<file path="config.mk">
export PLATFORM = sky130hd
export DESIGN_NAME = rbsn_front
export DESIGN_NICKNAME = d
export VERILOG_FILES = /design/src/rtl/core/rbsn_pkg.sv /design/src/rtl/core/rbsn_front.sv
export SDC_FILE = /design/constraint.sdc
export NUM_CORES = 1
export LEC_CHECK = 0
export BUFFER_PORTS_ARGS = -buffer_cell sky130_fd_sc_hd__buf_2
export CORE_AREA = 2 2 255 257
export DETAILED_ROUTE_END_ITERATION = 8
export DIE_AREA = 0 0 257 259
export GPL_TIMING_DRIVEN = 0
export PLACE_DENSITY_LB_ADDON = 0.3
export SLEW_MARGIN = 20
export SYNTH_ARGS = -nofsm -noshare
export SYNTH_HDL_FRONTEND = slang
export SYNTH_SLANG_ARGS = --single-unit
</file>
<file path="constraint.sdc">
create_clock -name i_clk -period 8.4 [get_ports i_clk]
set_clock_uncertainty 0.2 [all_clocks]
set_input_delay 0.84 -clock i_clk [delete_from_list [all_inputs] [get_ports i_clk]]
set_output_delay 0.84 -clock i_clk [all_outputs]
set_load 0.02 [all_outputs]
</file>
<file path="src/rtl/core/rbsn_pkg.sv">
// Shared constants, types and the saturation helper for the ray-box nearest-hit block.
package rbsn_pkg;

    // Fixed-point format and field widths.
    localparam int FRAC_BITS   = 16;
    localparam int MAX_OBJECTS = 1024;
    localparam int VAL_W       = 32;
    localparam int DIFF_W      = VAL_W + 1;
    localparam int DIST_W      = 31;
    localparam int EPS_W       = 16;
    localparam int ID_W        = $clog2(MAX_OBJECTS);
    localparam int CFG_IDX_W   = 3;
    localparam int CFG_DATA_W  = 32;
    localparam int AXES        = 3;
    localparam int AXIS_W      = 2;

    // Reciprocal divider: 2^(2*FRAC_BITS) / |dir|, one quotient bit per cycle.
    localparam int DIV_STEPS = 2 * FRAC_BITS + 1;
    localparam int QUO_W     = DIV_STEPS;
    localparam int DIV_CNT_W = $clog2(DIV_STEPS);

    // Slab products: |diff| * |recip|.
    localparam int PROD_W    = DIFF_W + VAL_W;
    localparam int SHIFT_W   = PROD_W - FRAC_BITS;
    localparam int SAT_IN_W  = (SHIFT_W > QUO_W) ? SHIFT_W : QUO_W;

    // Queue between the front and the back.
    localparam int QUEUE_DEPTH = 4;
    localparam int QPTR_W      = $clog2(QUEUE_DEPTH);
    localparam int QCNT_W      = $clog2(QUEUE_DEPTH + 1);

    localparam logic [VAL_W-1:0]    VAL_ONE  = VAL_W'(1) << FRAC_BITS;
    localparam logic [VAL_W-1:0]    VAL_MAX  = {1'b0, {(VAL_W-1){1'b1}}};
    localparam logic [VAL_W-1:0]    VAL_MIN  = {1'b1, {(VAL_W-1){1'b0}}};
    localparam logic [DIST_W-1:0]   DIST_MAX = {DIST_W{1'b1}};
    localparam logic [EPS_W-1:0]    EPS_RESET = EPS_W'(1);
    localparam logic [SAT_IN_W-1:0] NEG_LIM  = SAT_IN_W'(1) << (VAL_W - 1);
    localparam logic [SAT_IN_W-1:0] POS_LIM  = NEG_LIM - SAT_IN_W'(1);

    typedef enum logic [CFG_IDX_W-1:0] {
        CFG_ORIGIN_X = 3'd0,
        CFG_ORIGIN_Y = 3'd1,
        CFG_ORIGIN_Z = 3'd2,
        CFG_DIR_X    = 3'd3,
        CFG_DIR_Y    = 3'd4,
        CFG_DIR_Z    = 3'd5,
        CFG_MAX_DIST = 3'd6,
        CFG_EPSILON  = 3'd7
    } t_cfg_idx;

    typedef enum logic {
        DIV_IDLE,
        DIV_RUN
    } t_div_state;

    typedef struct packed {
        logic [AXES-1:0][VAL_W-1:0] origin;
        logic [AXES-1:0][VAL_W-1:0] dir;
        logic [DIST_W-1:0]          max_dist;
        logic [EPS_W-1:0]           eps;
    } t_ray;

    // One classified box as it travels through the queue.
    typedef struct packed {
        logic [AXES-1:0][DIFF_W-1:0] diff_lo;
        logic [AXES-1:0][DIFF_W-1:0] diff_hi;
        logic [AXES-1:0]             par;
        logic                        reject;
        logic [ID_W-1:0]             obj_id;
        logic                        skip;
        logic                        last;
    } t_entry;

    typedef struct packed {
        logic [AXES-1:0][PROD_W-1:0] prod_lo;
        logic [AXES-1:0][PROD_W-1:0] prod_hi;
        logic [AXES-1:0]             neg_lo;
        logic [AXES-1:0]             neg_hi;
        logic [AXES-1:0]             par;
        logic                        reject;
        logic [ID_W-1:0]             obj_id;
        logic                        skip;
        logic                        last;
    } t_prod;

    typedef struct packed {
        logic [AXES-1:0][VAL_W-1:0] t_near;
        logic [AXES-1:0][VAL_W-1:0] t_far;
        logic [AXES-1:0]            par;
        logic                       reject;
        logic [ID_W-1:0]            obj_id;
        logic                       skip;
        logic                       last;
    } t_slab;

    // Applies a sign to a magnitude and saturates to a 32-bit signed value.
    function automatic logic [VAL_W-1:0] sat_signed(input logic [SAT_IN_W-1:0] mag,
                                                    input logic neg);
        logic [VAL_W-1:0] res;
        if (neg) begin
            if (mag > NEG_LIM) begin
                res = VAL_MIN;
            end else begin
                res = VAL_W'(~mag[VAL_W-1:0] + VAL_W'(1));
            end
        end else begin
            if (mag > POS_LIM) begin
                res = VAL_MAX;
            end else begin
                res = mag[VAL_W-1:0];
            end
        end
        return res;
    endfunction

endpackage

</file>
<file path="src/rtl/core/rbsn_front.sv">
// Front end: accepts boxes, orders bounds, flags parallel axes and forms origin offsets.
module rbsn_front (
    input  logic                                            i_clk,
    input  logic                                            i_rst_n,
    input  logic                                            i_valid,
    output logic                                            o_ready,
    input  logic [rbsn_pkg::AXES-1:0][rbsn_pkg::VAL_W-1:0]  i_box_min,
    input  logic [rbsn_pkg::AXES-1:0][rbsn_pkg::VAL_W-1:0]  i_box_max,
    input  logic [rbsn_pkg::ID_W-1:0]                       i_object_id,
    input  logic                                            i_skip_box,
    input  logic                                            i_last_box,
    input  rbsn_pkg::t_ray                                  i_ray,
    input  logic                                            i_recip_ready,
    output rbsn_pkg::t_entry                                o_ent,
    output logic                                            o_ent_valid,
    input  logic                                            i_ent_ready
);

    rbsn_pkg::t_entry            r_ent, n_ent;
    logic                        r_valid;
    logic                        accept;
    logic [rbsn_pkg::VAL_W-1:0]  lo, hi, org, dir, dir_mag;
    logic                        outside;

    assign o_ready     = i_recip_ready && (!r_valid || i_ent_ready);
    assign accept      = i_valid && o_ready;
    assign o_ent       = r_ent;
    assign o_ent_valid = r_valid;

    always_comb begin
        n_ent        = r_ent;
        n_ent.reject = 1'b0;
        lo           = '0;
        hi           = '0;
        org          = '0;
        dir          = '0;
        dir_mag      = '0;
        outside      = 1'b0;
        for (int a = 0; a < rbsn_pkg::AXES; a++) begin
            if ($signed(i_box_min[a]) > $signed(i_box_max[a])) begin
                lo = i_box_max[a];
                hi = i_box_min[a];
            end else begin
                lo = i_box_min[a];
                hi = i_box_max[a];
            end
            org     = i_ray.origin[a];
            dir     = i_ray.dir[a];
            dir_mag = dir[rbsn_pkg::VAL_W-1] ? rbsn_pkg::VAL_W'(~dir + rbsn_pkg::VAL_W'(1)) : dir;
            n_ent.diff_lo[a] = rbsn_pkg::DIFF_W'($signed(lo)) - rbsn_pkg::DIFF_W'($signed(org));
            n_ent.diff_hi[a] = rbsn_pkg::DIFF_W'($signed(hi)) - rbsn_pkg::DIFF_W'($signed(org));
            n_ent.par[a]     = (dir == '0) ||
                               (dir_mag < rbsn_pkg::VAL_W'(i_ray.eps));
            outside          = ($signed(org) < $signed(lo)) || ($signed(org) > $signed(hi));
            // A parallel axis only rejects; it never narrows the interval.
            n_ent.reject     = n_ent.reject || (n_ent.par[a] && outside);
        end
        n_ent.obj_id = i_object_id;
        n_ent.skip   = i_skip_box;
        n_ent.last   = i_last_box;
    end

    always_ff @(posedge i_clk) begin
        if (!i_rst_n) begin
            r_valid <= 1'b0;
        end else if (accept) begin
            r_valid <= 1'b1;
        end else if (i_ent_ready) begin
            r_valid <= 1'b0;
        end
    end

    always_ff @(posedge i_clk) begin
        if (accept) begin
            r_ent <= n_ent;
        end
    end

endmodule

</file>
==> summary.md <==
| Metric | Value |
|---|---|
| Internal power | 0.00329 W |
| Final core occ | a little under half |
| Syn Nets | between 3000 and 4000 |
| RSZ-0062 raised after global routing | no |
| Critical Path AT | 8.03 ns |
| Clk slew on worst S/H paths | ~0.07 ns |
| DRC viols | 0 |
| Clk_lat worst skew | 0.57 ns |
| DRT Pass-1 Iters | 7 |
| Slew Limit Fails | 0 |
| Sequential element share of the synthesized area | a little over a quarter |
| Final wirelength | around 84 mm |
| H-tree depth | 1 |
| Asr flop ratio synth | 0% |
| Unique masters post-synth | 79 |
| Class of the worst hold path | in2reg |
| Synth area leaders | edfxtp_1 (26%), ha_1 (17%), mux2_2 (8.7%) |
| Post-synth EDFFs | about 210 |
| Switching share of power | between 30 and 40% |
| Synth Area per Inst | 9.07 um^2 |
| Die Wd | about 260 um |
| Worst path required time | 8.50 ns |
| Overflow after GRT | 0 |
| Vias in the first global route | 22100 |
| Clk buf depth | 3 |
| DR iter-0 viols | 1572 |
| Synth-to-Final Area Change | 21.4% |
| CTS Buf Count | 29 |
| Nets | 4153 |
| Count leader, synth | ha_1 |
| GRT Util Overall | between 20% and 30% |
| Vias after detailed routing | 23000 |
| Worst setup SP type | input port |
| CTS sink cnt | approximately 220 |
| Die footprint | approximately 0.067 mm^2 |
| Dpl hpwl | about 70 mm |
| Post-CTS sizing | 0 |
| Cell Rows | slightly above 90 |
| Pin count of the biggest net entering global routing | between 90 and 100 |
| Ys Warns | 0 |
| TritonCTS clock tree | yes |
| Core area | 0.0639 mm^2 |
| Relative slew margins | 25.1% |
| Via density per instance | around 5.4 |
| Global placement routability congestion | around 0.94 |
| Status | finished clean |
| PortBufs | around 630 |
| WS Path Type | in2reg |
| Combinational power share | between 40% and 50% |
| Routed Antenna Nets | 0 |
| Yosys top cell area share | between 20% and 30% |
| Max IR drop VDD | about 0.11 mV |
| Initial Util | about two fifths |
| Crit-path max FO | 10 |
| Worst Setup End Kind | register |
| Leak Pwr | ~14 nW |
| Clock share of power | around a quarter |
| Initial antenna violation count | 19 |
| Maxcap violations | 0 |
| Main synth FF type | edfxtp_1 |
| Synth Instances | about 2700 |
| Fin crit period | 7.93 ns |
| Clock root buffer | clkbuf_16 |
| Die height | 259 um |
| Cell Area, Synth | 0.0245 mm^2 |
| Final setup viols | 0 |
| # Post-CTS Setup Buffers | 0 |
| DP Cell Count | around 4200 |
| Non-Filler Instances | between 4000 and 5000 |
| Reg power frac | a little over a quarter |
| Routed WL per cell | between 15 and 20 um |
| Slew of the pin with the lowest slew margin | between 1 and 1.5 ns |
| Final TNS setup | 0 ns |
| IO Count | 664 |
| First-pass GRT wire length | 126 mm |
| Net Sw Power | 0.00210 W |
| Yosys top cell by area | edfxtp_1 |
| Yosys reg bits | about 220 |
| Final worst-path cycle share | a little over nine tenths |
| Post-CTS Hold Fix Bufs | 0 |
| Final hold vios | 0 |
| Post-synth top cells | ha_1 (342), inv_1 (288), a21oi_1 (228), edfxtp_1 (214), mux2_2 (188) |
| Total power divided by cell area | around 180 mW/mm^2 |
| Fmax | about 130 MHz |
| Proportion of layout cells with a drive suffix above 1 | a little over a quarter |
[per-stage QoR]
stage | hold slack, ns | total power, W | area [um^2] | worst slack (ns)
floorplan | 0.367 | 0.00335 | 24500 | 2.02
global placement | 0.299 | 0.00411 | 28700 | -0.186
detailed placement | 0.302 | 0.00411 | 28700 | -0.0400
CTS | 0.199 | 0.00541 | 29700 | 0.572
global route | 0.206 | 0.00572 | 29700 | 0.106
finish | 0.245 | 0.00538 | 29700 | 0.471
[placed cells by master, fill, tap and decap left out, drive strengths merged, types with 27 or more instances in the layout]
| master | Yosys | layout |
|---|---|---|
| nand2 | 124 | 124 |
| nor2b | 39 | 39 |
| o21bai | 28 | 28 |
| mux2 | 188 | 188 |
| xnor2 | 162 | 162 |
| nor4 | 27 | 27 |
| nor2 | 134 | 134 |
| inv | 288 | 291 |
| buf | 4 | 634 |
| nand3 | 55 | 55 |
| edfxtp | 214 | 214 |
| xor2 | 50 | 50 |
| a21oi | 228 | 228 |
| nor3 | 56 | 56 |
| ha | 342 | 342 |
| clkbuf | 39 | 70 |
| nand4 | 50 | 50 |
| nand2b | 39 | 39 |
| o21a | 31 | 31 |
| a21o | 140 | 140 |
| o21ai | 131 | 131 |
[logic make-up (layout without fill, tap and decap cells)]
family,count (synthesis),after routing,share of synthesized area [%]
fa+ha+maj,348,348,18.0
buf+inv,331,1008,5.10
compound gates,755,755,20.0
simple gates,636,636,13.8
xor+xnor,212,212,7.59
flops,215,215,26.4
other cells,0,14,0
mux,199,199,9.11
[final timing paths]
path	from	to	slack [ns]	depth (start not counted)
setup / recovery	i_box_max[89]	o_ent[12]	0.47	23
hold / removal	i_object_id[1]	o_ent[3]	0.25	1
setup reg to reg	o_ent_valid	o_ent[186]	6.20	5
hold reg to reg	o_ent_valid	o_ent_valid	0.31	2
[cell type report]
class / instances / area, um^2
diodes: 14 / 35.0
inverters: 288 / 1090
well taps: 855 / 1070
clock buffers: 31 / 733
multi-input cells: 2150 / 16800
plain buffers: 43 / 165
fillers: 6330 / 34200
clock inverters: 16 / 200
flip-flops and latches: 215 / 6450
repair buffers: 630 / 3200
[sequential cells by signal (all words and copies together) (netlist names)]
| name | count |
|---|---|
| o_ent | 214 |
| o_ent_valid | 1 |
[power groups by stage]
stage                     Sequential (W)  Clock (W)  Combinational (W)
after floorplan                  0.00167          0            0.00168
after global placement           0.00151          0            0.00259
after detailed placement         0.00150          0            0.00261
after CTS                        0.00148    0.00130            0.00263
after global routing             0.00149    0.00133            0.00290
final                            0.00148    0.00127            0.00264
[worst max-delay path, stage by stage]
cell,delay [ns]
buf_2,0.11
inv_1,0.04
ha_1,0.29
nand4_1,0.22
nor4_1,0.53
o21ai_0,0.21
o2111ai_1,0.15
xor2_1,0.21
a41o_1,0.11
clkbuf_1,0.42
clkbuf_1,0.59
mux2_2,0.41
ha_1,0.37
o211ai_1,0.11
a21oi_1,0.26
o21ai_0,0.25
o21a_1,0.28
o31ai_1,0.81
a211oi_1,0.29
o21ai_0,0.32
o21ai_0,0.22
a221oi_1,0.83
o221ai_2,0.15
[routing by layer]
layer	GRT usage [%]	up-vias	share of wire [%]
met4	7.75	6	3.2
met2	41.0	724	47
li1	-	11400	-
met3	4.07	137	6.4
met1	30.5	10700	43
met5	0	-	0.042
Power figures use the tool's default switching activity.
