[config.mk]
export PLATFORM = sky130hd
export DESIGN_NAME = rbsn_cfg
export DESIGN_NICKNAME = d
export VERILOG_FILES = /design/src/rtl/core/rbsn_pkg.sv /design/src/rtl/core/rbsn_cfg.sv
export SDC_FILE = /design/constraint.sdc
export NUM_CORES = 1
export LEC_CHECK = 0
export ABC_CLOCK_PERIOD_IN_PS = 9500
export BUFFER_PORTS_ARGS = -buffer_cell sky130_fd_sc_hd__buf_2
export CAP_MARGIN = 0
export CORE_MARGIN = 10
export CORE_UTILIZATION = 54
export CTS_CLUSTER_SIZE = 20
export DETAILED_ROUTE_END_ITERATION = 10
export HOLD_SLACK_MARGIN = 0.03
export PLACE_DENSITY = 0.77
export REMOVE_ABC_BUFFERS = 1
export SETUP_SLACK_MARGIN = 0.15
export SLEW_MARGIN = 20
export SYNTH_ARGS = -nofsm -noshare
export SYNTH_HDL_FRONTEND = slang
export SYNTH_SLANG_ARGS = --single-unit
export TNS_END_PERCENT = 10
[constraint.sdc]
create_clock -name i_clk -period 9.5 [get_ports i_clk]
set_input_delay 0.95 -clock i_clk [delete_from_list [all_inputs] [get_ports i_clk]]
set_output_delay 0.95 -clock i_clk [all_outputs]
set_load 0.05 [all_outputs]
[src/rtl/core/rbsn_pkg.sv]
// Shared constants, types and the saturation helper for the ray-box nearest-hit block.
package rbsn_pkg;

    // Fixed-point format and field widths.
    localparam int FRAC_BITS   = 16;
    localparam int MAX_OBJECTS = 1024;
    localparam int VAL_W       = 32;
    localparam int DIFF_W      = VAL_W + 1;
    localparam int DIST_W      = 31;
    localparam int EPS_W       = 16;
    localparam int ID_W        = $clog2(MAX_OBJECTS);
    localparam int CFG_IDX_W   = 3;
    localparam int CFG_DATA_W  = 32;
    localparam int AXES        = 3;
    localparam int AXIS_W      = 2;

    // Reciprocal divider: 2^(2*FRAC_BITS) / |dir|, one quotient bit per cycle.
    localparam int DIV_STEPS = 2 * FRAC_BITS + 1;
    localparam int QUO_W     = DIV_STEPS;
    localparam int DIV_CNT_W = $clog2(DIV_STEPS);

    // Slab products: |diff| * |recip|.
    localparam int PROD_W    = DIFF_W + VAL_W;
    localparam int SHIFT_W   = PROD_W - FRAC_BITS;
    localparam int SAT_IN_W  = (SHIFT_W > QUO_W) ? SHIFT_W : QUO_W;

    // Queue between the front and the back.
    localparam int QUEUE_DEPTH = 4;
    localparam int QPTR_W      = $clog2(QUEUE_DEPTH);
    localparam int QCNT_W      = $clog2(QUEUE_DEPTH + 1);

    localparam logic [VAL_W-1:0]    VAL_ONE  = VAL_W'(1) << FRAC_BITS;
    localparam logic [VAL_W-1:0]    VAL_MAX  = {1'b0, {(VAL_W-1){1'b1}}};
    localparam logic [VAL_W-1:0]    VAL_MIN  = {1'b1, {(VAL_W-1){1'b0}}};
    localparam logic [DIST_W-1:0]   DIST_MAX = {DIST_W{1'b1}};
    localparam logic [EPS_W-1:0]    EPS_RESET = EPS_W'(1);
    localparam logic [SAT_IN_W-1:0] NEG_LIM  = SAT_IN_W'(1) << (VAL_W - 1);
    localparam logic [SAT_IN_W-1:0] POS_LIM  = NEG_LIM - SAT_IN_W'(1);

    typedef enum logic [CFG_IDX_W-1:0] {
        CFG_ORIGIN_X = 3'd0,
        CFG_ORIGIN_Y = 3'd1,
        CFG_ORIGIN_Z = 3'd2,
        CFG_DIR_X    = 3'd3,
        CFG_DIR_Y    = 3'd4,
        CFG_DIR_Z    = 3'd5,
        CFG_MAX_DIST = 3'd6,
        CFG_EPSILON  = 3'd7
    } t_cfg_idx;

    typedef enum logic {
        DIV_IDLE,
        DIV_RUN
    } t_div_state;

    typedef struct packed {
        logic [AXES-1:0][VAL_W-1:0] origin;
        logic [AXES-1:0][VAL_W-1:0] dir;
        logic [DIST_W-1:0]          max_dist;
        logic [EPS_W-1:0]           eps;
    } t_ray;

    // One classified box as it travels through the queue.
    typedef struct packed {
        logic [AXES-1:0][DIFF_W-1:0] diff_lo;
        logic [AXES-1:0][DIFF_W-1:0] diff_hi;
        logic [AXES-1:0]             par;
        logic                        reject;
        logic [ID_W-1:0]             obj_id;
        logic                        skip;
        logic                        last;
    } t_entry;

    typedef struct packed {
        logic [AXES-1:0][PROD_W-1:0] prod_lo;
        logic [AXES-1:0][PROD_W-1:0] prod_hi;
        logic [AXES-1:0]             neg_lo;
        logic [AXES-1:0]             neg_hi;
        logic [AXES-1:0]             par;
        logic                        reject;
        logic [ID_W-1:0]             obj_id;
        logic                        skip;
        logic                        last;
    } t_prod;

    typedef struct packed {
        logic [AXES-1:0][VAL_W-1:0] t_near;
        logic [AXES-1:0][VAL_W-1:0] t_far;
        logic [AXES-1:0]            par;
        logic                       reject;
        logic [ID_W-1:0]            obj_id;
        logic                       skip;
        logic                       last;
    } t_slab;

    // Applies a sign to a magnitude and saturates to a 32-bit signed value.
    function automatic logic [VAL_W-1:0] sat_signed(input logic [SAT_IN_W-1:0] mag,
                                                    input logic neg);
        logic [VAL_W-1:0] res;
        if (neg) begin
            if (mag > NEG_LIM) begin
                res = VAL_MIN;
            end else begin
                res = VAL_W'(~mag[VAL_W-1:0] + VAL_W'(1));
            end
        end else begin
            if (mag > POS_LIM) begin
                res = VAL_MAX;
            end else begin
                res = mag[VAL_W-1:0];
            end
        end
        return res;
    endfunction

endpackage

[src/rtl/core/rbsn_cfg.sv]
// Configuration registers and the bit-serial reciprocal divider for the ray direction.
module rbsn_cfg (
    input  logic                              i_clk,
    input  logic                              i_rst_n,
    input  logic                              i_cfg_valid,
    output logic                              o_cfg_ready,
    input  logic [rbsn_pkg::CFG_IDX_W-1:0]    i_cfg_index,
    input  logic [rbsn_pkg::CFG_DATA_W-1:0]   i_cfg_data,
    output rbsn_pkg::t_ray                    o_ray,
    output logic [rbsn_pkg::AXES-1:0][rbsn_pkg::VAL_W-1:0] o_recip,
    output logic                              o_recip_ready
);

    rbsn_pkg::t_ray                  r_ray, n_ray;
    rbsn_pkg::t_div_state            r_state, n_state;
    logic [rbsn_pkg::AXES-1:0]       r_pend, n_pend;
    logic [rbsn_pkg::AXIS_W-1:0]     r_axis, n_axis;
    logic [rbsn_pkg::VAL_W-1:0]      r_div, n_div;
    logic [rbsn_pkg::VAL_W-1:0]      r_rem, n_rem;
    logic [rbsn_pkg::QUO_W-1:0]      r_quo, n_quo;
    logic [rbsn_pkg::DIV_CNT_W-1:0]  r_cnt, n_cnt;
    logic [rbsn_pkg::AXES-1:0][rbsn_pkg::VAL_W-1:0] r_recip, n_recip;

    logic                            busy;
    logic                            cfg_wr;
    logic [rbsn_pkg::AXES-1:0]       dir_wr;
    logic [rbsn_pkg::AXIS_W-1:0]     sel;
    logic [rbsn_pkg::VAL_W-1:0]      sel_dir;
    logic [rbsn_pkg::VAL_W:0]        rem_sh;
    logic                            ge;
    logic [rbsn_pkg::QUO_W-1:0]      quo_next;

    assign busy          = (r_state != rbsn_pkg::DIV_IDLE) || (r_pend != '0);
    assign o_cfg_ready   = !busy;
    assign o_recip_ready = !busy;
    assign cfg_wr        = i_cfg_valid && o_cfg_ready;
    assign o_ray         = r_ray;
    assign o_recip       = r_recip;

    // Register writes.
    always_comb begin
        n_ray  = r_ray;
        dir_wr = '0;
        if (cfg_wr) begin
            unique case (rbsn_pkg::t_cfg_idx'(i_cfg_index))
                rbsn_pkg::CFG_ORIGIN_X: n_ray.origin[0] = i_cfg_data;
                rbsn_pkg::CFG_ORIGIN_Y: n_ray.origin[1] = i_cfg_data;
                rbsn_pkg::CFG_ORIGIN_Z: n_ray.origin[2] = i_cfg_data;
                rbsn_pkg::CFG_DIR_X: begin
                    n_ray.dir[0] = i_cfg_data;
                    dir_wr[0]    = 1'b1;
                end
                rbsn_pkg::CFG_DIR_Y: begin
                    n_ray.dir[1] = i_cfg_data;
                    dir_wr[1]    = 1'b1;
                end
                rbsn_pkg::CFG_DIR_Z: begin
                    n_ray.dir[2] = i_cfg_data;
                    dir_wr[2]    = 1'b1;
                end
                rbsn_pkg::CFG_MAX_DIST: n_ray.max_dist = i_cfg_data[rbsn_pkg::DIST_W-1:0];
                rbsn_pkg::CFG_EPSILON:  n_ray.eps = i_cfg_data[rbsn_pkg::EPS_W-1:0];
                default: n_ray = r_ray;
            endcase
        end
    end

    // Lowest pending axis is served first.
    always_comb begin
        priority if (r_pend[0]) begin
            sel = rbsn_pkg::AXIS_W'(0);
        end else if (r_pend[1]) begin
            sel = rbsn_pkg::AXIS_W'(1);
        end else begin
            sel = rbsn_pkg::AXIS_W'(2);
        end
    end

    assign sel_dir  = r_ray.dir[sel];
    assign rem_sh   = {r_rem, (r_cnt == '0)};
    assign ge       = rem_sh >= {1'b0, r_div};
    assign quo_next = {r_quo[rbsn_pkg::QUO_W-2:0], ge};

    // Divider sequencer: one restoring step per cycle.
    always_comb begin
        n_state = r_state;
        n_pend  = r_pend;
        n_axis  = r_axis;
        n_div   = r_div;
        n_rem   = r_rem;
        n_quo   = r_quo;
        n_cnt   = r_cnt;
        n_recip = r_recip;
        unique case (r_state)
            rbsn_pkg::DIV_IDLE: begin
                if (r_pend != '0) begin
                    n_pend[sel] = 1'b0;
                    if (sel_dir == '0) begin
                        n_recip[sel] = '0;
                    end else begin
                        n_axis  = sel;
                        n_div   = sel_dir[rbsn_pkg::VAL_W-1] ?
                                  rbsn_pkg::VAL_W'(~sel_dir + rbsn_pkg::VAL_W'(1)) : sel_dir;
                        n_rem   = '0;
                        n_quo   = '0;
                        n_cnt   = '0;
                        n_state = rbsn_pkg::DIV_RUN;
                    end
                end
            end
            rbsn_pkg::DIV_RUN: begin
                n_rem = ge ? rbsn_pkg::VAL_W'(rem_sh - {1'b0, r_div})
                           : rem_sh[rbsn_pkg::VAL_W-1:0];
                n_quo = quo_next;
                n_cnt = r_cnt + rbsn_pkg::DIV_CNT_W'(1);
                if (r_cnt == rbsn_pkg::DIV_CNT_W'(rbsn_pkg::DIV_STEPS - 1)) begin
                    n_recip[r_axis] = rbsn_pkg::sat_signed(
                        rbsn_pkg::SAT_IN_W'(quo_next),
                        r_ray.dir[r_axis][rbsn_pkg::VAL_W-1]);
                    n_state = rbsn_pkg::DIV_IDLE;
                end
            end
            default: n_state = rbsn_pkg::DIV_IDLE;
        endcase
        n_pend = n_pend | dir_wr;
    end

    always_ff @(posedge i_clk) begin
        if (!i_rst_n) begin
            r_state <= rbsn_pkg::DIV_IDLE;
        end else begin
            r_state <= n_state;
        end
    end

    always_ff @(posedge i_clk) begin
        if (!i_rst_n) begin
            r_ray.origin   <= '0;
            r_ray.dir      <= {rbsn_pkg::VAL_ONE, {(2*rbsn_pkg::VAL_W){1'b0}}};
            r_ray.max_dist <= rbsn_pkg::DIST_MAX;
            r_ray.eps      <= rbsn_pkg::EPS_RESET;
            r_pend         <= '1;
        end else begin
            r_ray  <= n_ray;
            r_pend <= n_pend;
        end
    end

    always_ff @(posedge i_clk) begin
        r_axis  <= n_axis;
        r_div   <= n_div;
        r_rem   <= n_rem;
        r_quo   <= n_quo;
        r_cnt   <= n_cnt;
        r_recip <= n_recip;
    end

endmodule

==> flow_summary_export.csv <==
group,metric,value,unit
outcome,status,"complete, no violations",
worst_hold_path,min_delay_startpoint,"o_ray[228]",
critical_path,ff2ff_setup_slack,3.67,ns
power,p_per_area,221,nW/µm²
worst_hold_path,hp-class,"flip-flop to flip-flop",
critical_path,critPathMostFrequentCell,"sky130_fd_sc_hd__ha_1",
cts,cts_tree,"done",
layout,syn_to_final_growth,17.2,%
global_routing,global_route.usage.total,0.281,
cts,clockBufferDepth,3,
run,cap_violations,0,
critical_path,crit_start,"r_cnt[0]",
cts,clk_pin_slew_worst_paths,0.06,ns
sta,timing_worst_slew_pin_value,1.09,ns
synthesis,synth_seq_cells,443,
critical_path,critPathRequiredTime,9.89,ns
synthesis,synth.area.mux_share,0.0195,
power,worst_ir_drop_vdd,153,µV
layout,fin_nets,2728,
synthesis,synthCells,2359,
synthesis,main_synth_ff_type,"sky130_fd_sc_hd__dfxtp_1",
sta,timing_hold_violations_final,0,
drt,routed-via-count,19000,
die,dieHeight,218,µm
power,cellLeakagePower,0.0101,µW
sta,share_of_the_cycle_needed_by_the_critical_path_after_routing,0.613,
drt,detail_route.wl_per_cell,21.8,µm
global_routing,grt_first_pass_wirelength,108000,µm
critical_path,regToRegStartpoint,"r_cnt[0]",
sta,tns,0,ns
layout,commonest_cells_after_routing_fill_and_taps_aside,"685 x sky130_fd_sc_hd__nand2_1, 373 x sky130_fd_sc_hd__buf_2, 240 x sky130_fd_sc_hd__dfxtp_1",
critical_path,worst_path_max_delay_cell,"sky130_fd_sc_hd__o31ai_4",
global_routing,via_count_of_the_first_global_routing_pass,18500,
cts,cts_hold_buf,0,
cts,ctsResizeCount,0,
synthesis,synthArstFlopShare,0,
critical_path,worstSetupPathType,"flip-flop to flip-flop",
die,initial_core_util,0.549,
sta,final.setup_skew,0.0254,ns
cts,clock_sink_count,443,
placed_design,place.port_buffers,374,
critical_path,worst_ep_arrival_time,6.22,ns
drt,route.final.wire_length,69700,µm
synthesis,synth-edff-count,200,
synthesis,compound_gate_fraction_of_synth_area,0.178,
sta,slew_violations,0,
sta,max_clock_freq,0.172,GHz
cts,cts.repair_timing.setup_buffer_count,0,
critical_path,timing.critical_path.cells,"inv_1 -> ha_1 -> nor4b_1 -> nand2b_1 -> ha_1 -> nor2b_1 -> o2111ai_1 -> and4_1 -> nor2_1 -> a211oi_1 -> a21oi_2 -> inv_2 -> ha_1 -> nor2b_1 -> nand4_1 -> or2_1 -> o31ai_4 -> nand2_2 -> a211oi_1 -> a31oi_1 -> o2111a_1 -> o21ai_1",
global_routing,grt_start_max_net_pins,133,
placed_design,detailed_place_hpwl,49200,µm
synthesis,synth-warning-count,0,
cts,worst_skew_pair.late_latency,0.60,ns
sta,rsz0062_at_grt,"no",
cts,clock_tree.root_cell,"sky130_fd_sc_hd__clkbuf_16",
sta,setup_viol,0,
layout,fillerInstances,3170,
die,core_area,38700,µm²
sta,worst_hold_slack,0.466,ns
die,num_rows,72,
drt,post_drt_via_cell_ratio,5.92,
critical_path,worst-path-max-fanout,22,
synthesis,synthAdderAreaFrac,0.0227,
global_routing,grt-ovfl-total,0,
layout,layoutNonFillerInstCount,3205,
synthesis,yosysTopAreaCell,"sky130_fd_sc_hd__edfxtp_1",
synthesis,yosys.area_share.simple,0.205,
die,die_width,218,µm
synthesis,post_synth_num_cell_types,79,
cts,h-tree-depth,2,
global_routing,grt_antenna_before_repair,1,
critical_path,crit_path_end_kind,"flip-flop",
synthesis,seq_total_area_yosys,0.512,
critical_path,critPathMaxStageDelay,0.74,ns
layout,post_route_cells_drive_above_1_share,0.194,
placed_design,cell_count_after_placement,3122,
critical_path,critPathLaunchType,"flip-flop",
synthesis,yosys.area.top_type_share,0.283,
synthesis,syn_avg_cell_area,9.01,µm²
die,design.die.area,47700,µm²
layout,mostFrequentLayoutCell,"sky130_fd_sc_hd__nand2_1",
synthesis,netlist_area,21200,µm²
drt,drtIter0Drc,1792,
placed_design,gp_congestion,0.895,
sta,finalCriticalPeriod,5.83,ns
synthesis,synth_top_family_by_area,"simple AND/OR/NAND/NOR gates",
drt,antenna_left,0,
cts,cts-buffers-inserted,46,
drt,first_pass_iters,5,
sta,timing.max_slew.rel_slack,0.270,
power,totalPowerFinal,5490,µW
drt,route.detailed.drc,0,
die,pin_count,375,
synthesis,xor_xnor_share_of_the_synthesized_area,0.0218,
synthesis,synth.area.top_cells,"sky130_fd_sc_hd__edfxtp_1 28%, sky130_fd_sc_hd__dfxtp_1 23%, sky130_fd_sc_hd__nand2_1 12%",
[per-layer routing]
layer | up-vias | track usage | share of wire
met3 | 140 | 0.0888 | 0.11
met4 | 0 | 0.105 | 0.035
li1 | 8748 | - | -
met2 | 929 | 0.456 | 0.47
met1 | 9151 | 0.344 | 0.39
met5 | - | 0 | 0
[stage by stage]
step | setup WS [ns] | instance area [µm²] | util
floorplan | 1.06 | 20600 | -
global placement | 4.14 | 23400 | 0.605
detailed placement | 3.88 | 23400 | 0.605
CTS | 3.83 | 24900 | 0.642
global route | 3.19 | 24900 | 0.643
finish | 3.67 | 24900 | 0.643
[synthesized netlist by cell type, types with 35 or more instances]
library cell                 n
sky130_fd_sc_hd__nand3_1    68
sky130_fd_sc_hd__nor3_1     44
sky130_fd_sc_hd__nor2_1     85
sky130_fd_sc_hd__inv_1      52
sky130_fd_sc_hd__o21ai_0   110
sky130_fd_sc_hd__xnor2_1    35
sky130_fd_sc_hd__and2_1     35
sky130_fd_sc_hd__a21oi_1    75
sky130_fd_sc_hd__ha_1       37
sky130_fd_sc_hd__nand2_1   685
sky130_fd_sc_hd__dfxtp_1   243
sky130_fd_sc_hd__clkbuf_1  126
sky130_fd_sc_hd__a21boi_0  207
sky130_fd_sc_hd__edfxtp_1  200
sky130_fd_sc_hd__mux2i_1    37
[registers in the layout (all words and copies together), names as in the netlist]
register and cells:
o_ray 239, o_recip 96, r_div 32, r_quo 32, r_rem 32, r_cnt 6
r_pend 3, r_axis 2, r_state 1
[critical path: cells and delay by family (launching register included)]
kind / cells / cell delay [ns]
AO/OA/AOI/OAI: 8 / 2.41
AND/OR/NAND/NOR: 9 / 2.07
buffers and inverters: 2 / 0.15
adder cells (fa/ha/maj): 3 / 0.59
flip-flops: 1 / 0.40
[cell type report]
type                       count  area [µm²]  area share
sequential                   443       10900       0.437
multi-input combinational   1703        9610       0.386
timing repair buffer         405        2110      0.0848
clock buffer                  69        1340      0.0539
tap                          518         648      0.0260
inverter                      53         199     0.00799
clock inverter                13         111     0.00447
antenna                        1        2.50    0.000101
[report_power, final]
| group | internal, µW | switching [µW] | total, µW |
|---|---|---|---|
| Clock | 1010 | 770 | 1780 |
| Combinational | 308 | 1000 | 1310 |
| Sequential | 2260 | 152 | 2410 |
[cells by family (layout without fill, tap and decap cells)]
logic type                 Yosys count  count (layout)
DFF                                443             443
muxes                               41              41
and+or+nand+nor                   1016            1016
adders and majority gates           38              38
buffers and inverters              213             540
AOI/OAI and AO/OA                  555             555
other                                0               1
xor gates and xnor gates            53              53
[path summary, 6_finish.rpt]
kind,end,cells after the start
hold / removal,o_ray[228],2
setup reg to reg,o_recip[9],22
hold reg to reg,o_ray[228],2
setup / recovery,o_recip[9],22
(Power assumes the default switching activity.)
