**src/rtl/core/rbsn_pkg.sv**
```systemverilog
// Shared constants, types and the saturation helper for the ray-box nearest-hit block.
package rbsn_pkg;

    // Fixed-point format and field widths.
    localparam int FRAC_BITS   = 16;
    localparam int MAX_OBJECTS = 1024;
    localparam int VAL_W       = 32;
    localparam int DIFF_W      = VAL_W + 1;
    localparam int DIST_W      = 31;
    localparam int EPS_W       = 16;
    localparam int ID_W        = $clog2(MAX_OBJECTS);
    localparam int CFG_IDX_W   = 3;
    localparam int CFG_DATA_W  = 32;
    localparam int AXES        = 3;
    localparam int AXIS_W      = 2;

    // Reciprocal divider: 2^(2*FRAC_BITS) / |dir|, one quotient bit per cycle.
    localparam int DIV_STEPS = 2 * FRAC_BITS + 1;
    localparam int QUO_W     = DIV_STEPS;
    localparam int DIV_CNT_W = $clog2(DIV_STEPS);

    // Slab products: |diff| * |recip|.
    localparam int PROD_W    = DIFF_W + VAL_W;
    localparam int SHIFT_W   = PROD_W - FRAC_BITS;
    localparam int SAT_IN_W  = (SHIFT_W > QUO_W) ? SHIFT_W : QUO_W;

    // Queue between the front and the back.
    localparam int QUEUE_DEPTH = 4;
    localparam int QPTR_W      = $clog2(QUEUE_DEPTH);
    localparam int QCNT_W      = $clog2(QUEUE_DEPTH + 1);

    localparam logic [VAL_W-1:0]    VAL_ONE  = VAL_W'(1) << FRAC_BITS;
    localparam logic [VAL_W-1:0]    VAL_MAX  = {1'b0, {(VAL_W-1){1'b1}}};
    localparam logic [VAL_W-1:0]    VAL_MIN  = {1'b1, {(VAL_W-1){1'b0}}};
    localparam logic [DIST_W-1:0]   DIST_MAX = {DIST_W{1'b1}};
    localparam logic [EPS_W-1:0]    EPS_RESET = EPS_W'(1);
    localparam logic [SAT_IN_W-1:0] NEG_LIM  = SAT_IN_W'(1) << (VAL_W - 1);
    localparam logic [SAT_IN_W-1:0] POS_LIM  = NEG_LIM - SAT_IN_W'(1);

    typedef enum logic [CFG_IDX_W-1:0] {
        CFG_ORIGIN_X = 3'd0,
        CFG_ORIGIN_Y = 3'd1,
        CFG_ORIGIN_Z = 3'd2,
        CFG_DIR_X    = 3'd3,
        CFG_DIR_Y    = 3'd4,
        CFG_DIR_Z    = 3'd5,
        CFG_MAX_DIST = 3'd6,
        CFG_EPSILON  = 3'd7
    } t_cfg_idx;

    typedef enum logic {
        DIV_IDLE,
        DIV_RUN
    } t_div_state;

    typedef struct packed {
        logic [AXES-1:0][VAL_W-1:0] origin;
        logic [AXES-1:0][VAL_W-1:0] dir;
        logic [DIST_W-1:0]          max_dist;
        logic [EPS_W-1:0]           eps;
    } t_ray;

    // One classified box as it travels through the queue.
    typedef struct packed {
        logic [AXES-1:0][DIFF_W-1:0] diff_lo;
        logic [AXES-1:0][DIFF_W-1:0] diff_hi;
        logic [AXES-1:0]             par;
        logic                        reject;
        logic [ID_W-1:0]             obj_id;
        logic                        skip;
        logic                        last;
    } t_entry;

    typedef struct packed {
        logic [AXES-1:0][PROD_W-1:0] prod_lo;
        logic [AXES-1:0][PROD_W-1:0] prod_hi;
        logic [AXES-1:0]             neg_lo;
        logic [AXES-1:0]             neg_hi;
        logic [AXES-1:0]             par;
        logic                        reject;
        logic [ID_W-1:0]             obj_id;
        logic                        skip;
        logic                        last;
    } t_prod;

    typedef struct packed {
        logic [AXES-1:0][VAL_W-1:0] t_near;
        logic [AXES-1:0][VAL_W-1:0] t_far;
        logic [AXES-1:0]            par;
        logic                       reject;
        logic [ID_W-1:0]            obj_id;
        logic                       skip;
        logic                       last;
    } t_slab;

    // Applies a sign to a magnitude and saturates to a 32-bit signed value.
    function automatic logic [VAL_W-1:0] sat_signed(input logic [SAT_IN_W-1:0] mag,
                                                    input logic neg);
        logic [VAL_W-1:0] res;
        if (neg) begin
            if (mag > NEG_LIM) begin
                res = VAL_MIN;
            end else begin
                res = VAL_W'(~mag[VAL_W-1:0] + VAL_W'(1));
            end
        end else begin
            if (mag > POS_LIM) begin
                res = VAL_MAX;
            end else begin
                res = mag[VAL_W-1:0];
            end
        end
        return res;
    endfunction

endpackage

```
**src/rtl/core/rbsn_queue.sv**
```systemverilog
// Short queue of classified boxes between the front end and the back end.
module rbsn_queue (
    input  logic              i_clk,
    input  logic              i_rst_n,
    input  logic              i_push_valid,
    output logic              o_push_ready,
    input  rbsn_pkg::t_entry  i_push_data,
    output logic              o_pop_valid,
    input  logic              i_pop,
    output rbsn_pkg::t_entry  o_pop_data
);

    rbsn_pkg::t_entry             r_mem [rbsn_pkg::QUEUE_DEPTH];
    logic [rbsn_pkg::QPTR_W-1:0]  r_wr_ptr, r_rd_ptr;
    logic [rbsn_pkg::QCNT_W-1:0]  r_cnt;
    logic                         push, pop;

    assign o_push_ready = r_cnt != rbsn_pkg::QCNT_W'(rbsn_pkg::QUEUE_DEPTH);
    assign o_pop_valid  = r_cnt != '0;
    assign push         = i_push_valid && o_push_ready;
    assign pop          = i_pop && o_pop_valid;
    assign o_pop_data   = r_mem[r_rd_ptr];

    always_ff @(posedge i_clk) begin
        if (!i_rst_n) begin
            r_wr_ptr <= '0;
            r_rd_ptr <= '0;
            r_cnt    <= '0;
        end else begin
            if (push) begin
                r_wr_ptr <= (r_wr_ptr == rbsn_pkg::QPTR_W'(rbsn_pkg::QUEUE_DEPTH - 1)) ?
                            '0 : r_wr_ptr + rbsn_pkg::QPTR_W'(1);
            end
            if (pop) begin
                r_rd_ptr <= (r_rd_ptr == rbsn_pkg::QPTR_W'(rbsn_pkg::QUEUE_DEPTH - 1)) ?
                            '0 : r_rd_ptr + rbsn_pkg::QPTR_W'(1);
            end
            if (push && !pop) begin
                r_cnt <= r_cnt + rbsn_pkg::QCNT_W'(1);
            end else if (pop && !push) begin
                r_cnt <= r_cnt - rbsn_pkg::QCNT_W'(1);
            end
        end
    end

    always_ff @(posedge i_clk) begin
        if (push) begin
            r_mem[r_wr_ptr] <= i_push_data;
        end
    end

    a_cnt_bound: assert property (@(posedge i_clk) disable iff (!i_rst_n)
        r_cnt <= rbsn_pkg::QCNT_W'(rbsn_pkg::QUEUE_DEPTH))
        else $error("queue count exceeds its depth");

endmodule

```
**config.mk**
```make
export PLATFORM = sky130hd
export DESIGN_NAME = rbsn_queue
export DESIGN_NICKNAME = d
export VERILOG_FILES = /design/src/rtl/core/rbsn_pkg.sv /design/src/rtl/core/rbsn_queue.sv
export SDC_FILE = /design/constraint.sdc
export NUM_CORES = 1
export LEC_CHECK = 0
export ABC_AREA = 1
export BUFFER_PORTS_ARGS = -buffer_cell sky130_fd_sc_hd__buf_4
export CORE_MARGIN = 2
export CORE_UTILIZATION = 60
export DETAILED_ROUTE_END_ITERATION = 8
export PLACE_DENSITY = 0.83
export REMOVE_ABC_BUFFERS = 1
export SYNTH_ARGS = -nofsm -noshare
export SYNTH_HDL_FRONTEND = slang
export SYNTH_SLANG_ARGS = --single-unit
```
**constraint.sdc**
```tcl
create_clock -name i_clk -period 22.7 [get_ports i_clk]
set_input_delay 4.54 -clock i_clk [delete_from_list [all_inputs] [get_ports i_clk]]
set_output_delay 4.54 -clock i_clk [all_outputs]
set_load 0.03 [all_outputs]
```
==> reports/qor.log, run 1 <==
[status] result of the run finished clean
[grt] total congestion overflow 0
[logic_synthesis] library cell with the highest instance count after synthesis sky130_fd_sc_hd__edfxtp_1
[timing] maximum clock frequency 109.7 MHz
[critical_path] Reg2Reg Setup Slack 19,530 ps
[logic_synthesis] cell taking the most area after synthesis sky130_fd_sc_hd__edfxtp_1
[routing] Antenna Nets Post-Route 0
[timing] setup clock skew after layout 17.24 ps
[critical_path] critical path endpoint o_pop_data[178]
[grt] largest net degree at the start of global routing 239
[critical_path] number of cell instances on the worst register-to-register path 6
[layout] fill cell count 3,059
[power_and_ir_drop] leakage power figure 0.01327 uW
[logic_synthesis] Post-synth ARST share 0%
[logic_synthesis] Commonest cells post-synth sky130_fd_sc_hd__edfxtp_1 (856), sky130_fd_sc_hd__nor2_1 (443), sky130_fd_sc_hd__o21ai_0 (215), sky130_fd_sc_hd__o21ai_1 (215), sky130_fd_sc_hd__o22ai_1 (214)
[routing] post-detailed-route DRC marker count 0
[layout] fraction of final layout cells with drive strength greater than 1 21.87%
[placed_design] number of cells in the design after placement 3,135
[grt] Total GRT Usage 26.99%
[clock_tree] TritonCTS clock tree done
[critical_path] startpoint of the most critical register-to-register path r_cnt[1]
[clock_tree] number of buffers created by CTS 82
[logic_synthesis] number of warning messages in the yosys log 0
[timing] total negative slack 0 ps
[critical_path] maximum cell stage delay along the critical path 910 ps
[timing] final number of max-transition violations 0
[critical_path] CP dominant cell by count sky130_fd_sc_hd__buf_4
[critical_path] critical path cell sequence inv_8 > buf_4 > buf_4 > o21ai_1 > o22ai_1 > buf_4
[grt] first-pass GRT wire length 115,100 um
[power_and_ir_drop] maximum VDD drop 103.0 uV
[clock_tree] post-cts hold buffer count 0
[floorplan] Die Footprint 55,150 um^2
[floorplan] count of boundary I/O pins 434
[routing] total wire length after detailed routing 76,350 um
[routing] iteration-0 DRC count of the detailed router 2,219
[floorplan] x dimension of the die 234.8 um
[power_and_ir_drop] net switching power of the design 1786 uW
[timing] final period utilization 40.15%
[timing] number of failing setup endpoints in the final timing report 0
[critical_path] biggest fanout along the worst timing path 152
[placed_design] number of port buffers 433
[grt] antenna violations before repair 1
[logic_synthesis] count of cell types in the netlist 19
[routing] number of vias per cell 6.141
[placed_design] HPWL after detailed placement 40,790 um
[critical_path] Crit-path slowest cell sky130_fd_sc_hd__buf_4
[logic_synthesis] total of flip-flops plus latches after synthesis 865
[placed_design] final weighted congestion in routability-driven placement 0.8287
[grt] vias in the first global route 20,070
[timing] setup repair after global routing missed its margin false
[hold_path] type of the tightest min-delay check flop to flop
[floorplan] area of the core 52,660 um^2
[critical_path] reg-to-reg critical path endpoint r_mem[2][102]
[logic_synthesis] ys flop type sky130_fd_sc_hd__edfxtp_1
[floorplan] row cnt 84
[critical_path] crit path capture type output pin
[routing] DRT Pass-1 Iters 5
[layout] number of non-filler instances in the completed layout 3,287
[floorplan] initial cell density of the core 60.72%
[clock_tree] worst skew pair latency 610 ps
[floorplan] chip height 234.8 um
[logic_synthesis] top cells by area in the synthesized netlist sky130_fd_sc_hd__edfxtp_1 (80%), sky130_fd_sc_hd__nor2_1 (5.2%), sky130_fd_sc_hd__o22ai_1 (4.2%)
[critical_path] data arrival time of the critical path 4570 ps
[power_and_ir_drop] cell-internal power 3200 uW
[timing] shortest clock period the worst path allows after layout 9114 ps
[clock_tree] number of gates resized after CTS 0
[clock_tree] Post-CTS Setup Bufs 0
[power_and_ir_drop] PD cells 130.4 nW/um^2
[clock_tree] CTS Sinks 865
[clock_tree] maximum buffer depth of the clock tree 3
[power_and_ir_drop] Sw Share 35.82%
[layout] layout-stage area growth over the synthesis result 19.61%
[clock_tree] number of levels the H-tree was split into 3
[logic_synthesis] share of the synthesized area in the top cell type 80.39%
[power_and_ir_drop] Flop pwr share 40.4%
[timing] Fin. Hold Viols 0
[timing] actual transition at the worst max-transition pin 1250 ps
[clock_tree] clock slew at the register clock pins of the worst setup and hold paths 60 ps
[power_and_ir_drop] clock power share 26.6%
[logic_synthesis] Post-Syn Area 31,970 um^2
[routing] routed wirelength normalized by instance count 23.23 um
[logic_synthesis] Synth Area per Inst 14.95 um^2
[logic_synthesis] cell count after synthesis 2,139
[critical_path] start-to-end type of the worst setup path flop to output pin
[critical_path] worst path required time 18,160 ps
[layout] Net count, final 2,756
[logic_synthesis] number of flops mapped to enable cells by yosys 856
[routing] number of vias after detailed routing 20,190
[run] Max-cap violations 0
[timing] Slew Limit Headroom 16.68%
[clock_tree] Clk Tree Root Cell sky130_fd_sc_hd__clkbuf_16
[critical_path] type of origin of the critical path flop
[logic_synthesis] part of the Yosys area used for sequential elements 80.96%
[power_and_ir_drop] combinational group share of total power 33.0%
per-layer routing:
layer / up-vias / global-route usage, % / wire length [um]
met3: 180 / 6.814 / 7613
met5: - / 0 / 0
met1: 9991 / 34.41 / 27280
li1: 8904 / - / -
met4: 0 / 10.32 / 2747
met2: 1110 / 45.01 / 38700
power groups by stage:
stage	sequential [uW]	combinational, uW	clock (uW)
after floorplan	2120	972	0
after global placement	2030	1580	0
after detailed placement	2040	1620	0
after CTS	2010	1640	1340
after global routing	2030	1730	1400
final	2010	1650	1320
sequential cells by signal, summed over array words and instances (netlist names), named ones only:
name,cells
r_rd_ptr,2
r_wr_ptr,2
r_mem,856
r_cnt,3
cell families after synthesis:
logic type	count (synthesis)	synth area share [%]
fa+ha+maj	7	0.2974
simple gates	462	5.451
buf+inv	158	2.328
compound gates	647	10.96
flops	865	80.96
placed cells by master, fill, tap and decap left out, drive strengths merged:
cell type / n
a21oi: 3
o21ai: 430
fa: 1
inv: 22
edfxtp: 856
bufinv: 6
nand2: 15
nand4: 1
nand3b: 1
nand3: 2
clkbuf: 106
buf: 449
nor2: 443
clkinvlp: 1
diode: 2
clkinv: 32
dfxtp: 9
o22ai: 214
ha: 6
per-stage QoR:
step                      setup WS (ps)  hold WS [ps]  cell area (um^2)  util (%)  power (uW)
after floorplan                    2543         480.1             31290         -        3095
after global placement            14460         487.1             35640     67.68        3615
after detailed placement          14160         513.6             35640     67.68        3667
after CTS                         13500         522.6             38240     72.62        4996
after global routing              13280         566.8             38240     72.62        5164
final                             13590         519.3             38240     72.63        4986
critical path: cells and delay by family (launching register included):
| kind | cells | cell delay, ps |
|---|---|---|
| DFF | 1 | 620 |
| AOI/OAI and AO/OA | 2 | 470 |
| buffers and inverters | 4 | 2680 |
final cells by class:
cell class / instances / area [um^2] / area share (%)
Clock inverter: 44 / 395.4 / 1.034
Timing Repair Buffer: 449 / 3433 / 8.978
Antenna cell: 2 / 5.005 / 0.01309
Tap cell: 688 / 860.8 / 2.251
Multi-Input combinational cell: 1116 / 5374 / 14.05
Inverter: 17 / 76.32 / 0.1996
Sequential cell: 865 / 25890 / 67.70
Clock buffer: 106 / 2206 / 5.768
worst min path at each step:
stage                to  cells after the start  slack, ps     start
2_1_floorplan  r_cnt[0]                      2        480  r_cnt[0]
3_3_place_gp   r_cnt[0]                      2        490  r_cnt[0]
6_report       r_cnt[0]                      2        520  r_cnt[0]
5_1_grt        r_cnt[0]                      2        570  r_cnt[0]
3_5_place_dp   r_cnt[0]                      2        510  r_cnt[0]
4_1_cts        r_cnt[0]                      2        520  r_cnt[0]
Power figures use the tool's default switching activity.
==> inputs of run 2 (changes only) <==
--- a/config.mk
+++ b/config.mk
@@ -8,9 +8,9 @@
 export ABC_AREA = 1
 export BUFFER_PORTS_ARGS = -buffer_cell sky130_fd_sc_hd__buf_4
 export CORE_MARGIN = 2
-export CORE_UTILIZATION = 60
+export CORE_UTILIZATION = 57
 export DETAILED_ROUTE_END_ITERATION = 8
-export PLACE_DENSITY = 0.83
+export PLACE_DENSITY = 0.79
 export REMOVE_ABC_BUFFERS = 1
 export SYNTH_ARGS = -nofsm -noshare
 export SYNTH_HDL_FRONTEND = slang
==> constraint.sdc (replaced) <==
create_clock -name i_clk -period 9.55 [get_ports i_clk]
set_input_delay 1.91 -clock i_clk [delete_from_list [all_inputs] [get_ports i_clk]]
set_output_delay 1.91 -clock i_clk [all_outputs]
set_load 0.03 [all_outputs]
==> run 2 against run 1 <==
  * Power increased by 140%
  * Flip-flop and latch count unchanged
  * Register-to-register slack got worse by 13000 ps
  * Largest power group unchanged
  * Cell area increased by 0.28%
  * Non-clock buffer count increased by 1
  * Worst hold slack improved by 11 ps
  * Sequential share of layout area decreased by 0.19 points
==> reports/qor.log, run 2 (same netlist as run 1, synthesis figures left out) <==
[clock_tree] number of gates resized after CTS 0
[critical_path] critical path cell sequence inv_8 > buf_4 > nor2_1 > o22ai_1 > buf_4
[floorplan] Die Footprint 58,000 um^2
[routing] iteration-0 DRC count of the detailed router 1,651
[layout] final standard cell area without fillers 38,350 um^2
[power_and_ir_drop] net switching power of the design 4227 uW
[power_and_ir_drop] PD cells 308.1 nW/um^2
[floorplan] count of boundary I/O pins 434
[timing] Slew Limit Headroom 23.94%
[clock_tree] number of levels the H-tree was split into 3
[floorplan] x dimension of the die 240.8 um
[critical_path] maximum cell stage delay along the critical path 920 ps
[clock_tree] clock slew at the register clock pins of the worst setup and hold paths 60 ps
[timing] min setup slack post-route 4191 ps
[power_and_ir_drop] Sw Share 35.77%
[timing] shortest clock period the worst path allows after layout 5359 ps
[power_and_ir_drop] leakage power figure 0.01328 uW
[routing] total wire length after detailed routing 74,160 um
[layout] layout-stage area growth over the synthesis result 19.95%
[layout] fill cell count 3,576
[layout] area occupied by multi-input gates 5374 um^2
[run] Max-cap violations 0
[timing] maximum clock frequency 186.6 MHz
[grt] total congestion overflow 0
[routing] routed wirelength normalized by instance count 22.14 um
[placed_design] number of port buffers 433
[timing] final period utilization 56.12%
[status] result of the run finished clean
[power_and_ir_drop] overall power after layout 11,820 uW
[timing] total negative slack 0 ps
[routing] number of vias per cell 5.928
[hold_path] number of instances on the worst hold path 2
[critical_path] crit path capture type output pin
[layout] fraction of final layout cells with drive strength greater than 1 21.77%
[routing] post-detailed-route DRC marker count 0
[layout] most used cells in the layout excluding fill and tap cells sky130_fd_sc_hd__edfxtp_1 (856), sky130_fd_sc_hd__buf_4 (444), sky130_fd_sc_hd__nor2_1 (439)
[critical_path] data arrival time of the critical path 3450 ps
[critical_path] type of origin of the critical path flop
[floorplan] initial cell density of the core 57.81%
[grt] antenna violations before repair 4
[timing] actual transition at the worst max-transition pin 1141 ps
[routing] met2 WL 36,980 um
[power_and_ir_drop] cell-internal power 7590 uW
[power_and_ir_drop] Flop pwr share 40.2%
[timing] setup clock skew after layout 16.12 ps
[clock_tree] Clk Tree Root Cell sky130_fd_sc_hd__clkbuf_16
[clock_tree] CTS Sinks 865
[layout] Net count, final 2,758
[layout] most common library cell in the layout ignoring fill and taps sky130_fd_sc_hd__edfxtp_1
[placed_design] final weighted congestion in routability-driven placement 0.7796
[hold_path] source of the worst hold timing path r_cnt[0]
[layout] fraction of the core area covered by cells at the end of the flow 69.34%
[placed_design] minimum setup slack after placement 4814 ps
[power_and_ir_drop] maximum VDD drop 286.8 uV
[floorplan] area of the core 55,310 um^2
[routing] Antenna Nets Post-Route 0
[critical_path] Crit-path slowest cell sky130_fd_sc_hd__buf_4
[critical_path] startpoint of the most critical register-to-register path r_cnt[1]
[layout] register bank with the most flops r_mem
[critical_path] CP dominant cell by count sky130_fd_sc_hd__buf_4
[routing] highest metal layer with signal wires met5
[grt] largest net degree at the start of global routing 225
[placed_design] HPWL after detailed placement 40,950 um
[hold_path] worst min-delay path endpoint r_cnt[0]
[critical_path] Reg2Reg Setup Slack 6340 ps
[routing] DRT Pass-1 Iters 5
[timing] number of failing setup endpoints in the final timing report 0
[hold_path] type of the tightest min-delay check flop to flop
[floorplan] row cnt 86
[timing] setup repair after global routing missed its margin false
[placed_design] area after detailed placement 35,730 um^2
[critical_path] biggest fanout along the worst timing path 163
[critical_path] worst path required time 7640 ps
[timing] Fin. Hold Viols 0
[clock_tree] number of buffers created by CTS 83
[clock_tree] worst skew pair latency 620 ps
[layout] register area 25,890 um^2
[grt] Total GRT Usage 24.87%
[power_and_ir_drop] clock power share 26.6%
[routing] Met3 Wirelength 6994 um
[clock_tree] TritonCTS clock tree done
[grt] vias in the first global route 19,690
[grt] first-pass GRT wire length 109,400 um
[layout] Regs by FF count r_mem: 856 flops, r_cnt: 3 flops
[routing] met1 layer wirelength in the final routing 27,820 um
[timing] final number of max-transition violations 0
[layout] max reg flops 856
[clock_tree] Post-CTS Setup Bufs 0
[critical_path] number of cell instances on the worst register-to-register path 6
[routing] number of vias after detailed routing 19,850
[critical_path] start-to-end type of the worst setup path flop to output pin
[power_and_ir_drop] combinational group share of total power 33.2%
[clock_tree] post-cts hold buffer count 0
[critical_path] reg-to-reg critical path endpoint r_mem[1][57]
[floorplan] chip height 240.8 um
[clock_tree] maximum buffer depth of the clock tree 3
-- run 2: cell types whose count changed in the layout (fill, tap and decap cells not counted), sizes merged --
cell	before	now
inv	22	21
clkinv	32	35
buf	449	450
diode	2	1
clkbuf	106	107
clkinvlp	1	0
-- run 2: layer usage --
| layer | vias up | track usage, % |
|---|---|---|
| li1 | 8913 | - |
| met1 | 9892 | 31.24 |
| met2 | 896 | 41.47 |
| met3 | 147 | 6.943 |
| met4 | 6 | 9.540 |
| met5 | - | 0 |
-- run 2: power by group through the flow --
stage	clock network [uW]	logic, uW	registers [uW]
after detailed placement	0	3920	4830
after floorplan	0	2310	5050
final	3140	3920	4750
after global routing	3340	4160	4780
after CTS	3190	3940	4750
after global placement	0	3830	4810
-- run 2: final cells by class --
| class | instances | area share, % |
|---|---|---|
| diodes | 1 | 0.006525 |
| clock buffers | 107 | 5.677 |
| clock inverters | 45 | 1.148 |
| inverters | 17 | 0.1990 |
| multi-input cells | 1116 | 14.01 |
| flip-flops and latches | 865 | 67.51 |
| well taps | 748 | 2.440 |
| repair buffers | 450 | 9.004 |
-- run 2: per-stage QoR --
stage          hold WS [ps]  instances
2_1_floorplan         480.1       1998
3_3_place_gp          490.3       3196
3_5_place_dp          519.7       3196
5_1_grt               559.8       3349
6_report              530.7       3349
4_1_cts               527.8       3348
-- run 2: worst max-delay path by stage --
stage	end	start	slack, ps
6_report	o_pop_data[85]	flop	4190
3_3_place_gp	o_pop_data[3]	flop	4900
3_5_place_dp	o_pop_data[126]	flop	4810
2_1_floorplan	o_pop_data[195]	flop	-7980
5_1_grt	o_pop_data[3]	flop	3950
4_1_cts	o_pop_data[85]	flop	4110
-- run 2: critical path: cells and delay by family, from the launching register on --
| kind | cells | cell delay (ps) |
|---|---|---|
| buffers and inverters | 3 | 1840 |
| flip-flops | 1 | 520 |
| AO/OA/AOI/OAI | 1 | 250 |
| AND/OR/NAND/NOR | 1 | 130 |
